===== src/rtl/gga_pkg.sv =====
// ----------------------------------------------------------------------------
// gga_pkg
// Shared types and constants of the gapped global alignment core.
// ----------------------------------------------------------------------------
package gga_pkg;

   localparam logic [14:0] FULL_SCORE = 15'd25600;

   typedef enum logic [1:0] {
      STEP_PAIR = 2'd0,
      STEP_ROW  = 2'd1,
      STEP_COL  = 2'd2
   } step_type;

   typedef enum logic [2:0] {
      CSR_ROW_COUNT  = 3'd0,
      CSR_COL_COUNT  = 3'd1,
      CSR_ROW_OFFSET = 3'd2,
      CSR_COL_OFFSET = 3'd3,
      CSR_THRESHOLD  = 3'd4,
      CSR_GAP_COST   = 3'd5
   } csr_index_type;

   typedef enum logic [3:0] {
      ST_IDLE,
      ST_INIT,
      ST_ROW,
      ST_FILL_RD,
      ST_FILL_CALC,
      ST_TB_RD,
      ST_TB_USE,
      ST_EM_RD,
      ST_EM_OUT
   } state_type;

endpackage


===== src/rtl/gga_cell.sv =====
// ----------------------------------------------------------------------------
// gga_cell
// Shared add and compare unit: picks the cheapest step into one cell; a pair step needs score >= threshold.
// ----------------------------------------------------------------------------
module gga_cell import gga_pkg::*; #(
   parameter int CSW = 21
) (
   input  logic [CSW-1:0] diag_cost,
   input  logic [CSW-1:0] up_cost,
   input  logic [CSW-1:0] left_cost,
   input  logic [14:0]    score,
   input  logic [14:0]    threshold,
   input  logic [14:0]    gap,
   output step_type       code,
   output logic [CSW-1:0] best
);

   logic [CSW-1:0] up_sum;
   logic [CSW-1:0] left_sum;
   logic [CSW-1:0] diag_sum;

   always_comb begin
      up_sum   = up_cost + CSW'(gap);
      left_sum = left_cost + CSW'(gap);
      diag_sum = diag_cost + CSW'(FULL_SCORE - score);
      if (score >= threshold && diag_sum <= up_sum && diag_sum <= left_sum) begin
         code = STEP_PAIR;
         best = diag_sum;
      end else if (up_sum <= left_sum) begin
         code = STEP_ROW;
         best = up_sum;
      end else begin
         code = STEP_COL;
         best = left_sum;
      end
   end

endmodule


===== config.mk =====
export PLATFORM = sky130hd
export DESIGN_NAME = gga_cell
export DESIGN_NICKNAME = d
export VERILOG_FILES = /design/src/rtl/gga_pkg.sv /design/src/rtl/gga_cell.sv
export SDC_FILE = /design/constraint.sdc
export NUM_CORES = 1
export LEC_CHECK = 0
export BUFFER_PORTS_ARGS = -buffer_cell sky130_fd_sc_hd__buf_2
export CAP_MARGIN = 20
export CORE_ASPECT_RATIO = 1.75
export CORE_UTILIZATION = 50
export DETAILED_ROUTE_END_ITERATION = 6
export PLACE_DENSITY = 0.87
export REMOVE_ABC_BUFFERS = 1
export SYNTH_ARGS = -nofsm -noshare
export SYNTH_HDL_FRONTEND = slang
export SYNTH_SLANG_ARGS = --single-unit
export TNS_END_PERCENT = 30

===== constraint.sdc =====
create_clock -name vclk -period 15.3
set_input_delay 1.53 -clock vclk [all_inputs]
set_output_delay 1.53 -clock vclk [all_outputs]
set_load 0.02 [all_outputs]

== Word level (Yosys, flattened, before mapping) ==
Index checks and enable logic that the tools add are counted.

* Memories: 0
* Word-level logic and storage cells: 14
* Register bits after elaboration: 0
* Bits of input ports: 108
* Bits in latches: 0
* RAM bits: 0
* ROM bits: 0
* Output and inout bits: 23

* Reduce and logical (&&, ||, !) cells: 2
* Divide/modulo/power cells: 0
* Bitwise logic cells: 0
* Muxes and demuxes: 4
* Shift operators: 0
* $add $sub $neg: 4
* $mul: 0
* Magnitude comparators: 4
* Equal/unequal tests: 0

{| class="wikitable"
|+ Operator list
! cell !! count
|-
| $le 21x21->1 || 3
|-
| $add 21x15->21 || 2
|-
| $mux 21 || 2
|-
| $add 21x21->21 || 1
|-
| $sub 15x15->16 const A || 1
|-
| $ge 15x15->1 || 1
|-
| $mux 2 || 2
|-
| $logic_and 1x1->1 || 2
|}

== Logic depth before layout (Yosys ltp) ==
* Depth in word-level cells: 6
* Depth in mapped cells: 27
* Gate-level depth less buffers: 24

== Least setup slack after synthesis ==
OpenSTA, ideal clock, no wires.

* Kind: in2out
* From: input port score[2]
* To: output port best[20]
* Stages: 25
* Path slack: 7.430 ns
* Data arrival time: 6.340 ns
* Buffers on the path: 3
* Data required time: 13.770 ns
* Cell sequence: nor4_2 -> nand2_1 -> nor2_1 -> nand2_1 -> and2_1 -> nor2_1 -> xnor2_1 -> ha_1 -> clkbuf_1 -> a21o_1 -> a21o_1 -> a21oi_1 -> nor2_1 -> a2111oi_4 -> a21oi_1 -> xor2_1 -> ha_1 -> a21o_1 -> a211o_1 -> a2111oi_2 -> o32ai_1 -> or2_1 -> buf_6 -> buf_6 -> o31ai_1

* Word-level cells in the longest chain between the ends: 6
* Elaborated cells between the ends (all ways): 8

{| class="wikitable"
|+ RTL lines
! what !! RTL line !! RTL
|-
| start, declared || gga_cell.sv:11 || <nowiki>input logic [14:0] score,</nowiki>
|-
| $sub 15x15->16 || gga_cell.sv:25 || <nowiki>diag_sum = diag_cost + CSW'(FULL_SCORE - score);</nowiki>
|-
| $add 21x21->21 || gga_cell.sv:25 ||
|-
| $le 21x21->1 || gga_cell.sv:26 || <nowiki>if (score >= threshold && diag_sum <= up_sum && diag_sum <= left_sum) begin</nowiki>
|-
| $logic_and 1x1->1 (2 in a row) || gga_cell.sv:26 ||
|-
| $mux 21 (*) || gga_cell.sv:26 ||
|-
| end, declared || gga_cell.sv:15 || <nowiki>output logic [CSW-1:0] best</nowiki>
|}

Mark *: on every way between the ends. The rest lies on a longest branch, timed or not.

== Worst setup path after layout ==
* From: input port score[2]
* To: output port best[7]

Same word-level chain as after synthesis.

==> impl_metrics.env <==
export IMPL_path_class="in -> out"
export IMPL_synth_area_um2=5400
export IMPL_synth_xor_area_share_pct=8.77
export IMPL_startpoint_type="input port"
export IMPL_grt_pass1_vias=5959
export IMPL_synthAdderAreaFrac_pct=31.0
export IMPL_cts_setup_buffers=0
export IMPL_crit_end="best[7]"
export IMPL_slew_violations=0
export IMPL_slew_headroom_pct=23.4
export IMPL_grt_max_degree=24
export IMPL_grt_overflow=0
export IMPL_worstPathRequired_ns=13.77
export IMPL_initial_core_util_pct=52.1
export IMPL_drt_iter0_markers=239
export IMPL_final_area_um2=6160
export IMPL_synth_simple_area_share_pct=19.0
export IMPL_seq_area_um2=0
export IMPL_holdBufCountCts=0
export IMPL_yosysWarnings=0
export IMPL_wire_per_inst_um=15.4
export IMPL_worst_pin_slew_ns=1.15
export IMPL_fin_setup_tns_ns=0
export IMPL_portBuffers=131
export IMPL_post_route_period_util_pct=59.4
export IMPL_muxShareOfSynthArea_pct=5.01
export IMPL_rows=49
export IMPL_synth_area_leader_cell="ha_1"
export IMPL_synthTopCellsByArea="ha_1 30%, a21oi_1 6.4%, xnor2_1 6.0%"
export IMPL_powerDensity_nw_per_um2=75.1
export IMPL_die_h_um=139
export IMPL_drive_above_1_share_pct=19.0
export IMPL_core_um2=10400
export IMPL_crit_path_start="score[2]"
export IMPL_antenna_cells=0
export IMPL_die_w_um=80.5
export IMPL_grt_setup_unrepaired="false"
export IMPL_nNetsFinal=1098
export IMPL_placed_area_um2=6160
export IMPL_synth_avg_cell_area_um2=7.37
export IMPL_synth_top_family_by_area="adder cells"
export IMPL_ant_nets=0
export IMPL_critical_path_endpoint_type="primary output"
export IMPL_ir_worst_vdd_v=0.0000536
export IMPL_fmax_mhz=110
export IMPL_cp_arrival_ns=7.55
export IMPL_clock_buffers=0
export IMPL_fillers=975
export IMPL_antenna_found_initial=0
export IMPL_cts_resized=0
export IMPL_layout_min_cycle_time_ns=9.08
export IMPL_yosysTopAreaCellShare_pct=29.9
export IMPL_flops_and_latches=0
export IMPL_die_area_um2=11200
export IMPL_ios=131
export IMPL_path_max_fanout=23
export IMPL_drv_cap=0
export IMPL_synth_common_cells="129 x ha_1, 69 x a21oi_1, 69 x inv_1"
export IMPL_vias=6006
export IMPL_synth_compound_area_share_pct=30.3
export IMPL_yosysUniqueCellTypes=70
export IMPL_via_per_inst=6.11
export IMPL_synth_most_common_cell="ha_1"
export IMPL_hpwl_um=13300
export IMPL_grt_total_usage_pct=26.9
export IMPL_synth_seq_area_share_pct=0
export IMPL_drc=0
export IMPL_drtPass1Iterations=5
export IMPL_grt_pass1_wl_um=24800
export IMPL_areaGrowthSynthToFinish_pct=14.2
export IMPL_setup_viol=0
export IMPL_drt_total_wl_um=15200
export IMPL_syn_inst=732
export IMPL_place_gp_congestion=0.901
export IMPL_outcome="finished clean"
export IMPL_power_leakage_nw=3.17
export IMPL_holdCritPathClass="in -> out"
export IMPL_hold_viol=0
## cell type report
cell class | count | area [µm²] | share of cell area, %
well taps | 127 | 159 | 2.58
repair buffers | 132 | 663 | 10.8
inverters | 69 | 259 | 4.20
multi-input cells | 655 | 5080 | 82.5
## power by group
group / switching [W] / internal, W / total, W
Sequential: 0 / 0 / 0
Combinational: 0.000273 / 0.000190 / 0.000463
Clock: 0 / 0 / 0
Total: 0.000273 / 0.000190 / 0.000463
## routing by layer
metal  wire length (µm)  GRT usage (%)  up-vias
li1                   -              -     2996
met1               5530           26.4     2722
met2               7950           51.9      213
met3                678           2.10       75
met4               1010           16.4        0
met5                  0              0        -
## worst min-delay path by stage
| stage | from | to | slack [ns] | depth (start not counted) |
|---|---|---|---|---|
| 2_1_floorplan | up_cost[20] | best[20] | 3.43 | 3 |
| 3_3_place_gp | diag_cost[1] | best[1] | 3.63 | 5 |
| 3_5_place_dp | diag_cost[1] | best[1] | 3.64 | 5 |
| 4_1_cts | diag_cost[1] | best[1] | 3.64 | 5 |
| 5_1_grt | diag_cost[1] | best[1] | 3.71 | 5 |
| 6_report | diag_cost[1] | best[1] | 3.65 | 5 |
## cell usage in the layout (no fill, tap or decap), types with 3 or more instances in the layout
cell	netlist	final
and2_1	8	8
nand4_1	16	16
inv_1	69	69
nor2_1	55	55
o21ai_1	3	3
ha_1	129	129
xnor2_1	37	37
o21ai_0	37	37
o311ai_0	3	3
o221ai_1	3	3
and4_1	5	5
o21bai_1	8	8
a211o_1	5	5
nand2_1	51	51
mux2_2	15	15
a211oi_1	13	13
a21boi_0	5	5
mux2i_1	9	9
or3_1	7	7
a21oi_1	69	69
nand3_1	18	18
xor2_1	17	17
o21a_1	7	7
a21o_1	34	34
and3_1	8	8
buf_2	2	131
nor3_1	13	13
or4_1	3	3
nor2b_1	8	8
nor4_1	5	5
a2111oi_2	3	3
o211ai_1	11	11
fa_1	3	3
o31ai_1	4	4
## worst max-delay path, stage by stage
cell	delay, ns
buf_2	0.14
nor4_2	0.33
nand2_1	0.16
nor2_1	0.13
nand2_1	0.09
and2_1	0.18
o31ai_1	0.29
xor2_1	0.19
ha_1	0.32
nand2_1	0.11
nor2_1	0.05
a211oi_1	0.36
nand2_1	0.14
o41ai_1	0.48
nor2_1	0.12
ha_1	0.31
nand4_1	0.19
nor4_1	0.35
a21boi_0	0.21
nor4_1	0.06
o32ai_1	0.26
or2_1	0.95
mux2_2	0.42
buf_2	0.16
## kinds of logic after synthesis
group | count (synthesis)
muxes | 25
and+or+nand+nor | 206
adders and majority gates | 132
AOI/OAI and AO/OA | 238
buffers and inverters | 77
xor gates and xnor gates | 54
## stage by stage
stage | setup slack, ns | utilization (%) | cells | hold slack, ns | total power (W)
after global placement | 6.62 | 59.5 | 983 | 3.63 | 0.000446
final | 6.22 | 59.5 | 983 | 3.65 | 0.000463
after detailed placement | 6.33 | 59.5 | 983 | 3.64 | 0.000455
after global routing | 5.76 | 59.5 | 983 | 3.71 | 0.000510
after CTS | 6.32 | 59.5 | 983 | 3.64 | 0.000458
after floorplan | 7.38 | - | 724 | 3.43 | 0.000330
(Power assumes the default switching activity.)
