### src/rtl/gga_ram.sv
// ----------------------------------------------------------------------------
// gga_ram
// Generic single-write, single-read RAM with registered read data.
// ----------------------------------------------------------------------------
module gga_ram #(
   parameter int WIDTH = 8,
   parameter int DEPTH = 16
) (
   input  logic                                    clock,
   input  logic                                    we,
   input  logic [((DEPTH > 1) ? $clog2(DEPTH) : 1)-1:0] waddr,
   input  logic [WIDTH-1:0]                        wdata,
   input  logic [((DEPTH > 1) ? $clog2(DEPTH) : 1)-1:0] raddr,
   output logic [WIDTH-1:0]                        rdata
);

   logic [WIDTH-1:0] mem [DEPTH];

   always_ff @(posedge clock) begin
      if (we) begin
         mem[waddr] <= wdata;
      end
      rdata <= mem[raddr];
   end

endmodule

### config.mk
export PLATFORM = sky130hd
export DESIGN_NAME = gga_ram
export DESIGN_NICKNAME = d
export VERILOG_FILES = /design/src/rtl/gga_ram.sv
export SDC_FILE = /design/constraint.sdc
export NUM_CORES = 1
export LEC_CHECK = 0
export CORE_MARGIN = 4
export CORE_UTILIZATION = 67
export CTS_CLUSTER_SIZE = 14
export DETAILED_ROUTE_END_ITERATION = 12
export DONT_BUFFER_PORTS = 1
export PLACE_DENSITY = 0.88
export SYNTH_ARGS = -nofsm -noshare
export SYNTH_HDL_FRONTEND = slang
export SYNTH_SLANG_ARGS = --single-unit
### constraint.sdc
create_clock -name clock -period 4.6 [get_ports clock]
set_clock_uncertainty 0.1 [all_clocks]
set_input_delay 0.46 -clock clock [delete_from_list [all_inputs] [get_ports clock]]
set_output_delay 0.46 -clock clock [all_outputs]
set_load 0.1 [all_outputs]
Word level (Yosys, flattened, before mapping)
Memories as Yosys holds them, arrays and structs flattened. A register that Yosys moved wholly into a read port is not among the register bits.
Cells that the tools add are included.
Widths: inputs -> output; s select.
{ "totals": {"reg_bits": 0, "ramBits": 128, "in_bits": 18, "mem_count": 1} }
{ "op_classes": {"n_mux": 2} }
{ "memory_table": {"columns": ["memory", "depth", "width", "read_ports", "rd_ports_with_merged_regs", "wr", "line_no", "text"], "rows": [
  ["mem", 16, 8, 1, 1, 1, "17", "logic [WIDTH-1:0] mem [DEPTH];"]
]} }
{ "op_table": {"columns": ["op", "n"], "rows": [
  ["$mux 1", 2]
]} }

Longest topological paths before layout
Gate-level depths: netlist (run 1).
{ "logic_depth": {"ltp_word": 2, "depth_mapped": 5} }

Worst setup path after synthesis (run 1)
OpenSTA, ideal clock, no wires.
{ "synth_path": {"kind": "input port to flip-flop", "start": "in waddr[2] (netlist name)", "end": "mem mem[0][0] (enable)", "t_arrival_ns": 1.570, "slack_ns": 2.547, "cell_stages": 2, "n_path_buf": 0, "path_cell_list": "or3b_2 -> nor3_1"} }
{ "synth_rtl": {"columns": ["item", "line_no", "text"], "rows": [
  ["start, declared", "11", "input logic [((DEPTH > 1) ? $clog2(DEPTH) : 1)-1:0] waddr,"],
  ["end, declared", "17", null]
]} }
Straight into the memory's write port.

Worst setup path in the final report (run 1)
{ "layout_path": {"start": "reg rdata[7] (read register of mem)", "end": "out rdata[7]"} }
{ "layout_rtl": {"columns": ["item", "line_no", "text"], "rows": [
  ["start, declared", "14", "output logic [WIDTH-1:0] rdata"]
]} }
No word-level cell between the ends.

==> impl_metrics.json, run 1 <==
{
  "status": "complete, no violations",
  "synth_top_area_share": 0.747,
  "comb_power_share": 0.034,
  "p_clk_frac": 0.468,
  "nFillCells": 348,
  "crit_path_end_kind": "primary output",
  "vias_per_cell": 6.87,
  "hpwlAfterDp_microns": 5650,
  "placementRows": 31,
  "grt_overflow": 0,
  "switchingPower_w": 0.000621,
  "hold_viol": 0,
  "start_util": 0.698,
  "timing.slew.headroom": 0.130,
  "finalSetupViolCount": 0,
  "core-area_sq_mm": 0.00737,
  "irDropWorstVdd_mv": 0.386,
  "setup_ws_ns": 2.56,
  "fp.dieArea_sq_mm": 0.00915,
  "whs_ns": 0.156,
  "synthesis.area_sq_mm": 0.00515,
  "antenna_left": 0,
  "worstMarginPinSlew_ns": 1.29,
  "yosysWarnings": 0,
  "yosys.area.top_type": "edfxtp_1",
  "antenna_found_initial": 0,
  "wire_per_inst_microns": 31.1,
  "area_delta_synth_final_pct": 13.9,
  "io_pins": 26,
  "drcViolationCount": 0,
  "final_common_cell": "edfxtp_1",
  "startpoint_type": "flip-flop",
  "dr.pass1.iters": 5,
  "syn_nets": 247,
  "clkTransAtPathRegs_ns": 0.06,
  "synthTopCellsByArea": "edfxtp_1 75%, mux4_2 7.9%, mux4_1 7.1%",
  "syn_avg_cell_area_sq_um": 22.5,
  "p_seq_frac": 0.498,
  "synth_seq_cells": 136,
  "grt_pass1_vias": 2571,
  "num_vias": 2458,
  "synth.distinct_cells": 19,
  "drt-initial-drc-count": 325,
  "grt_usage": 0.275,
  "final_cell_count_no_fill": 358,
  "ys_seq_area_frac": 0.778,
  "cts_root_buffer": "clkbuf_8",
  "synthCells": 229,
  "min_period_over_period": 0.443,
  "place.gp.congestion": 0.761,
  "cts_sinks": 136,
  "hp-class": "input port to flip-flop",
  "leakagePower_nw": 1.92,
  "critPathMaxFanout": 1,
  "cp.required_ns": 4.04,
  "dp_slack_ns": 2.15,
  "nets": 264,
  "dieWidth_microns": 95.7,
  "worstSetupPathType": "flip-flop to primary output",
  "powerDensity_mw_per_mm2": 499,
  "cts_max_level": 4,
  "rsz0062_at_grt": "no",
  "cts_tree": "done",
  "p_int_w": 0.00230,
  "clock.fmax_mhz": 491,
  "final_cell_mix": "128 x edfxtp_1, 18 x mux4_2, 16 x a22oi_1, 16 x clkbuf_16, 14 x mux4_1",
  "cts_buffers": 17,
  "grt_max_degree": 33,
  "post_cts_buffers": 0,
  "grt_pass1_wl_microns": 16500,
  "fin_setup_tns_ns": 0,
  "clkLatencyLatePin_ns": 0.51,
  "cap_viol_max_count": 0,
  "layout-drive-gt1-share": 0.185,
  "p_total_w": 0.00293,
  "io_buffers": 0,
  "die_height_microns": 95.7,
  "clockBufferDepth": 2,
  "min_period_ns": 2.04,
  "p_sw_frac": 0.212,
  "dp.cells": 318,
  "n_antenna_cell": 0,
  "worstPathArrival_ns": 1.48,
  "routed_wl_microns": 11100,
  "maxSlewViolCount": 0
}
==> registers in the layout (all words and copies together), names as in the netlist <==
signal and flops:
mem 128, rdata 8
==> repair_timing <==
item	in CTS	in global routing
hold buffers	8	0
resized for setup	0	0
endpoints found under the hold margin	128	0
==> stage by stage <==
step                utilization  instance area [sq um]
detailed placement        0.704                   5180
floorplan                     -                   5150
global route              0.796                   5860
global placement          0.704                   5180
CTS                       0.796                   5860
finish                    0.796                   5860
==> final timing paths <==
path               from  endpoint  slack, ns  depth (start not counted)
max reg2reg   mem[2][0]  rdata[0]       3.02                          3
min reg2reg  mem[15][1]  rdata[1]       0.57                          3
max            rdata[7]  rdata[7]       2.56                          0
min            raddr[1]  rdata[1]       0.16                          3
==> kinds of logic (layout without fill, tap and decap cells) <==
kind of cell           Yosys count  in the layout  synth area share
AND/OR/NAND/NOR                 35             35            0.0318
flip-flops                     136            136             0.778
buffers and inverters           10             40            0.0168
multiplexers                    32             32             0.150
AO/OA/AOI/OAI                   16             16            0.0233
==> power by group through the flow <==
stage | combinational, W | sequential, W | clock, W
floorplan | 0.0000703 | 0.00148 | 0
global placement | 0.0000710 | 0.00148 | 0
detailed placement | 0.0000728 | 0.00148 | 0
CTS | 0.0000988 | 0.00146 | 0.00137
global route | 0.000106 | 0.00146 | 0.00144
finish | 0.0000999 | 0.00146 | 0.00137
==> Yosys cell counts <==
master           count
and2_1               1
or3b_2               1
a22oi_1             16
mux4_1              14
nand3_1              1
buf_6                3
mux4_2              18
dfxtp_1              8
nand2_1              9
nor2_1              13
buf_2                3
buf_4                1
nor3_1               4
and2b_1              1
nand3b_1             2
nand2b_1             2
edfxtp_1           128
clkdlybuf4s25_2      3
nor2b_1              1
==> area by class of cell <==
type	instances	area (sq um)	share of cell area
clock buffers	18	418	0.0713
clock inverters	14	181	0.0309
multi-input cells	83	1060	0.180
flip-flops and latches	136	4000	0.683
well taps	99	124	0.0211
repair buffers	8	80.1	0.0137
==> per-layer routing <==
layer	track usage	up-vias	wire length, microns
met1	0.402	1282	4350
met5	0	-	0
met4	0.111	0	225
met2	0.394	153	5490
li1	-	1007	-
met3	0.0876	16	1050
(Power assumes the default switching activity.)
==> run 2: changes to the inputs <==
Settings changed: CORE_UTILIZATION 67 to 56, PLACE_DENSITY 0.88 to 0.79.
Clock period 4.6 ns to 1.72 ns, I/O delays scaled along.
==> run 2 against run 1 <==
  * The run now ends with negative hold slack left
  * Die area grew 18%
  * Final cell count up 11%
  * Utilization fell by 11 points
  * Non-clock buffer count grew 30
  * Sequential share of layout area fell by 2.4 points
  * Critical path type is now input port to flip-flop
  * Largest cell class unchanged
  * Highest routed layer unchanged
==> impl_metrics.json, run 2 (same netlist as run 1, synthesis figures left out) <==
{
  "status": "finished, violations left",
  "violations": "negative hold slack",
  "clkLatencyLatePin_ns": 0.51,
  "nets": 294,
  "cts_resized": 0,
  "grt_max_degree": 33,
  "final_common_cell": "edfxtp_1",
  "layout-drive-gt1-share": 0.266,
  "fp.dieArea_sq_mm": 0.0108,
  "drt-initial-drc-count": 206,
  "placementRows": 34,
  "hpwlAfterDp_microns": 5880,
  "grt_pass1_wl_microns": 15500,
  "min_period_over_period": 0.932,
  "io_pins": 26,
  "dr.pass1.iters": 4,
  "largestRegisters": "mem (128), rdata (8)",
  "crit_slowest_cell": "dlygate4sd3_1",
  "final_cell_count_no_fill": 397,
  "post_cts_buffers": 0,
  "grt_usage": 0.199,
  "cts_buffers": 17,
  "critPathMaxFanout": 8,
  "clkTransAtPathRegs_ns": 0.06,
  "startpoint_type": "input port",
  "powerDensity_mw_per_mm2": 1240,
  "slowest_delay_ns": 0.60,
  "cap_viol_max_count": 0,
  "vias_per_cell": 6.26,
  "worstMarginPinSlew_ns": 0.616,
  "fin_setup_tns_ns": 0,
  "hp-class": "input port to flip-flop",
  "cts_sinks": 136,
  "antenna_found_initial": 0,
  "leakagePower_nw": 2.04,
  "largest_reg_flops": 128,
  "cts_root_buffer": "clkbuf_8",
  "die_height_microns": 104,
  "io_buffers": 0,
  "min_period_ns": 1.60,
  "start_util": 0.582,
  "place.gp.congestion": 0.715,
  "regMostFlops": "mem",
  "antenna_left": 0,
  "postCtsHoldBufs": 12,
  "grt_overflow": 0,
  "dieWidth_microns": 104,
  "maxSlewViolCount": 0,
  "hold_path_depth": 3,
  "num_vias": 2485,
  "worstSetupPathType": "input port to flip-flop",
  "cts_tree": "done",
  "clock.fmax_mhz": 624,
  "nFillCells": 525,
  "final_cell_mix": "128 x edfxtp_1, 26 x buf_4, 18 x mux4_2, 16 x a22oi_1, 16 x clkbuf_16",
  "timing.slew.headroom": 0.588,
  "clockBufferDepth": 2,
  "grt_pass1_vias": 2530,
  "path_cells": "dlygate4sd3_1 -> nor3_2 -> dlygate4sd3_1 -> buf_4",
  "rsz0062_at_grt": "no",
  "area_delta_synth_final_pct": 18.2,
  "rr_worst_depth": 3,
  "n_antenna_cell": 0,
  "drcViolationCount": 0,
  "cp.required_ns": 1.83,
  "routed_wl_microns": 9990,
  "irDropWorstVdd_mv": 0.823,
  "core-area_sq_mm": 0.00885,
  "hold_viol": 8,
  "crit_top_cell": "dlygate4sd3_1",
  "worstPathArrival_ns": 1.71,
  "wire_per_inst_microns": 25.2,
  "cts_max_level": 4,
  "finalSetupViolCount": 0,
  "crit_path_end_kind": "flip-flop",
  "whs_ns": -0.0857,
  "dp.cells": 353
}
==> run 2: cell count changes in the layout (fill, tap and decap cells not counted), moves of 2 or more <==
| cell | delta |
|---|---|
| buf_4 | +26 |
| clkinv_2 | -4 |
| clkinvlp_4 | +4 |
| bufinv_16 | -3 |
| dlygate4sd3_1 | +3 |
| inv_6 | +2 |
==> run 2: layout make-up <==
type                       count  area [sq um]  share of cell area
multi-input combinational     83          1060               0.175
clock inverter                13           124              0.0204
timing repair buffer          38           325              0.0535
sequential                   136          4000               0.658
clock buffer                  19           432              0.0710
tap                          108           135              0.0222
==> run 2: critical path, delay by kind of cell <==
kind	cells	cell delay, ns
and+or+nand+nor	1	0.18
buffers and inverters	3	1.35
==> run 2: per-stage QoR <==
stage,setup WS [ns],power (W),instance area (sq um),utilization,hold WS (ns)
floorplan,0.182,0.00414,5150,-,0.171
global placement,0.303,0.00419,5400,0.610,0.172
detailed placement,0.239,0.00420,5400,0.610,0.172
CTS,0.151,0.00756,6080,0.687,-0.118
global route,0.0991,0.00777,6080,0.687,-0.112
finish,0.118,0.00753,6080,0.687,-0.0857
==> run 2: path summary, 6_finish.rpt <==
| kind | startpoint | to | slack, ns |
|---|---|---|---|
| worst min register to register | mem[14][3] | rdata[3] | 0.57 |
| worst min-delay path | raddr[0] | rdata[3] | -0.09 |
| worst max-delay path | waddr[1] | mem[0][0] | 0.12 |
| worst max register to register | mem[4][0] | rdata[0] | 0.26 |
==> run 2: power breakdown <==
part	switching (W)	internal [W]
Sequential	0.0000248	0.00371
Clock	0.00135	0.00196
Combinational	0.000321	0.000163
==> run 2: layer usage <==
| layer | part of all wire | track usage |
|---|---|---|
| met5 | 0 | 0 |
| met4 | 0.019 | 0.0684 |
| met3 | 0.071 | 0.0627 |
| met2 | 0.51 | 0.309 |
| met1 | 0.40 | 0.271 |
